==> config.mk <==
export PLATFORM = sky130hd
export DESIGN_NAME = cht_hash
export DESIGN_NICKNAME = d
export VERILOG_FILES = /design/src/hw/rtl/cht_pkg.sv /design/src/hw/rtl/cht_hash.sv
export SDC_FILE = /design/constraint.sdc
export NUM_CORES = 1
export LEC_CHECK = 0
export BUFFER_PORTS_ARGS = -buffer_cell sky130_fd_sc_hd__buf_2
export CAP_MARGIN = 15
export CELL_PAD_IN_SITES_DETAIL_PLACEMENT = 1
export CELL_PAD_IN_SITES_GLOBAL_PLACEMENT = 1
export CORE_ASPECT_RATIO = 2
export CORE_MARGIN = 2
export CORE_UTILIZATION = 30
export DETAILED_ROUTE_END_ITERATION = 6
export PLACE_DENSITY = 0.65
export SYNTH_ARGS = -nofsm -noshare
export SYNTH_HDL_FRONTEND = slang
export SYNTH_SLANG_ARGS = --single-unit
==> constraint.sdc <==
create_clock -name clk_i -period 5.8 [get_ports clk_i]
set_input_delay 0.29 -clock clk_i [delete_from_list [all_inputs] [get_ports clk_i]]
set_output_delay 0.29 -clock clk_i [all_outputs]
set_load 0.02 [all_outputs]
==> src/hw/rtl/cht_pkg.sv <==
package cht_pkg;

  localparam int TableSize = 256;
  localparam int IdxW      = 8;
  localparam int CntW      = 9;
  localparam int HashW     = 63;
  localparam int DataW     = 32;

  typedef enum logic [1:0] {
    REQ_INSERT = 2'd0,
    REQ_REMOVE = 2'd1,
    REQ_GET    = 2'd2,
    REQ_BAD    = 2'd3
  } req_e;

  typedef struct packed {
    logic [1:0]       req_type;
    logic [7:0]       key_byte;
    logic             key_last;
    logic [DataW-1:0] data_in;
  } in_t;

  typedef struct packed {
    logic             status;
    logic             found;
    logic [DataW-1:0] data_out;
    logic [CntW-1:0]  entry_count;
  } out_t;

  typedef enum logic [3:0] {
    ST_IDLE,
    ST_CLEAR,
    ST_HEAD,
    ST_HEAD_WAIT,
    ST_READ,
    ST_CHECK,
    ST_FREE,
    ST_FREE_WAIT,
    ST_DONE
  } state_e;

endpackage

==> src/hw/rtl/cht_hash.sv <==
// Polynomial key hash: h = 31*h + byte, kept to 63 bits.
module cht_hash (
  input  logic                     clk_i,
  input  logic                     rst_ni,
  input  logic                     step_i,
  input  logic                     clear_i,
  input  logic [7:0]               byte_i,
  output logic [cht_pkg::HashW-1:0] next_o
);
  logic [cht_pkg::HashW-1:0] acc_q, acc_d;

  // 31*h is a shift and subtract
  assign next_o = (acc_q << 5) - acc_q + {55'd0, byte_i};

  always_comb begin
    acc_d = acc_q;
    if (step_i) acc_d = next_o;
    if (clear_i) acc_d = '0;
  end

  always_ff @(posedge clk_i or negedge rst_ni) begin
    if (!rst_ni) acc_q <= '0;
    else acc_q <= acc_d;
  end
endmodule

==> flow_metrics.tcl <==
set metrics [dict create \
    status "completed" \
    fp-row-count 82 \
    wl_mm 26.9 \
    n_fill_cell 3066 \
    regMostFlops "acc_q" \
    synth_cells 950 \
    htree_levels 3 \
    synth-async-reset-ratio_pct 100 \
    grt_pass1_vias 7796 \
    ff_latch_area_um2 1580 \
    antenna_found_initial 0 \
    period_needed_ns 4.29 \
    period_share_pct 74.0 \
    clk_pin_slew_worst_paths_ns 0.06 \
    num_antenna_cells 0 \
    ios 75 \
    ctsResizeCount 0 \
    maxCapViolations 0 \
    max_freq_ghz 0.233 \
    dieArea_um2 26900 \
    finClkSkew_ns 0.0139 \
    hold_viol 0 \
    avgRoutedWirePerCell_um 20.2 \
    cts_setup_buffers 0 \
    layout_common_cells "ha_1 (120), inv_1 (92), nor2_1 (85)" \
    drtIter0Drc 264 \
    postSynthAreaPerCell_um2 8.07 \
    hold_class "input port to asynchronous set/reset pin" \
    vias 7190 \
    fp.dieH_um 230 \
    critPathKind "flip-flop to output port" \
    fin_tns_setup_ns 0 \
    synth_seq_cells 63 \
    grt-ovfl-total 0 \
    multiInputGateArea_um2 5540 \
    start_util_pct 30.5 \
    final_common_cell "ha_1" \
    numCtsBuffers 9 \
    clock_latency_ns 0.36 \
    synthesis.area_um2 7670 \
    io_buffers 74 \
    syn_nets 1086 \
    place_congestion 0.867 \
    crit_fanout 9 \
    critPathArrivalTime_ns 4.00 \
    grtUsageTotal_pct 20.8 \
    grt_max_degree 67 \
    synthFlopType "dfrtp_1" \
    viasPerCell 5.39 \
    place_hpwl_mm 21.8 \
    synth_edf_count 0 \
    yosys_warnings 0 \
    synth_cell_type_count 81 \
    rsz0062_at_grt "no" \
    clock_sinks 63 \
    setup_viol_count_final 0 \
    fin_nets 1128 \
    cts.path.max_buffers 2 \
    areaGrowthSynthToFinish_pct 11.7 \
    drtPass1Iterations 4 \
    synth_seq_area_share_pct 20.6 \
    ant_nets 0 \
    grt_pass1_wl_mm 42.4 \
    cts_root_buf "clkbuf_16" \
    worstSetupStartpointType "flip-flop" \
    hold_buffers 0 \
    largest_reg_flops 63 \
    cp.required_ns 5.51 \
    relSlewSlack_pct 36.7 \
    tritoncts "built" \
    worstMarginPinSlew_ns 0.950 \
    drc 0 \
    maxSlewViolCount 0 \
    drive_gt1_share_pct 13.1 \
    worstSetupEndpointType "output port" \
    coreArea_um2 25100 \
    reg_top3 "acc_q (63)" \
    die_w_um 117 \
]
==> final timing paths <==
path | start | slack (ns) | cells after the start | end
max reg2reg | acc_q[7]$_DFFE_PN0P_ | 2.04 | 12 | acc_q[58]$_DFFE_PN0P_
max in group asynchronous | rst_ni | 5.02 | 2 | acc_q[2]$_DFFE_PN0P_
min | rst_ni | 0.16 | 2 | acc_q[29]$_DFFE_PN0P_
min in group clk_i | step_i | 0.40 | 3 | acc_q[15]$_DFFE_PN0P_
min reg2reg | acc_q[58]$_DFFE_PN0P_ | 0.53 | 1 | acc_q[58]$_DFFE_PN0P_
max | acc_q[1]$_DFFE_PN0P_ | 1.51 | 15 | next_o[55]
==> per-stage QoR <==
step | hold WS, ns | cell area (µm²) | instances | setup slack, ns | utilization, %
after global routing | 0.239 | 8560 | 1333 | 1.23 | 34.1
after CTS | 0.197 | 8560 | 1333 | 1.46 | 34.1
after detailed placement | 0.513 | 8300 | 1317 | 1.81 | 33.0
after floorplan | -0.00559 | 7670 | 950 | 2.36 | -
final | 0.162 | 8560 | 1333 | 1.51 | 34.1
after global placement | 0.505 | 8300 | 1317 | 1.90 | 33.0
==> cell usage after synthesis, types with 22 or more instances <==
cell      number  area [µm²]
a21o_1        22         165
a21oi_1       81         405
clkbuf_1      28         105
dfrtp_1       63        1580
ha_1         120        1500
inv_1         92         345
mux2i_1       36         360
nand2_1       73         274
nand3_1       26         130
nor2_1        85         319
o21ai_0       39         195
xnor2_1       32         280
xor2_1        24         210
==> per-layer routing <==
metal / vias to the layer above / wire, µm / part of all wire [%] / track usage, %
li1: 3476 / - / - / -
met1: 3561 / 9400 / 35 / 20.0
met2: 106 / 16100 / 60 / 42.1
met3: 47 / 394 / 1.5 / 1.85
met4: 0 / 1030 / 3.8 / 9.45
met5: - / 0 / 0 / 0
==> layout make-up <==
| cell class | instances | area share (%) |
|---|---|---|
| Multi-Input combinational cell | 746 | 64.8 |
| Inverter | 93 | 4.08 |
| Timing Repair Buffer | 79 | 4.79 |
| Clock inverter | 4 | 0.263 |
| Tap cell | 336 | 4.91 |
| Sequential cell | 63 | 18.4 |
| Clock buffer | 12 | 2.76 |
==> worst max-delay path, cell delays in order (launching register included) <==
cell and delay (ns):
dfrtp_1 0.35, inv_1 0.08, ha_1 0.28, ha_1 0.21, inv_1 0.07, fa_1 0.40
nor2b_1 0.17, o2111ai_1 0.17, a21oi_2 0.26, o31ai_2 0.13, a211oi_2 0.34, o211ai_2 0.12
a31oi_2 0.52, a31oi_1 0.19, xnor2_1 0.16, buf_2 0.19
==> kinds of logic (layout without fill, tap and decap cells) <==
group | after synthesis | count (layout) | synth area share (%)
AO/OA/AOI/OAI | 256 | 256 | 23.1
XOR/XNOR | 57 | 57 | 6.69
adder cells (fa/ha/maj) | 124 | 124 | 20.6
buffers and inverters | 141 | 188 | 7.12
flip-flops | 63 | 63 | 20.6
multiplexers | 37 | 37 | 4.85
AND/OR/NAND/NOR | 272 | 272 | 17.0
Power is not shown: default switching activity piles up to over one toggle a cycle in this logic, so the estimate is an artifact.
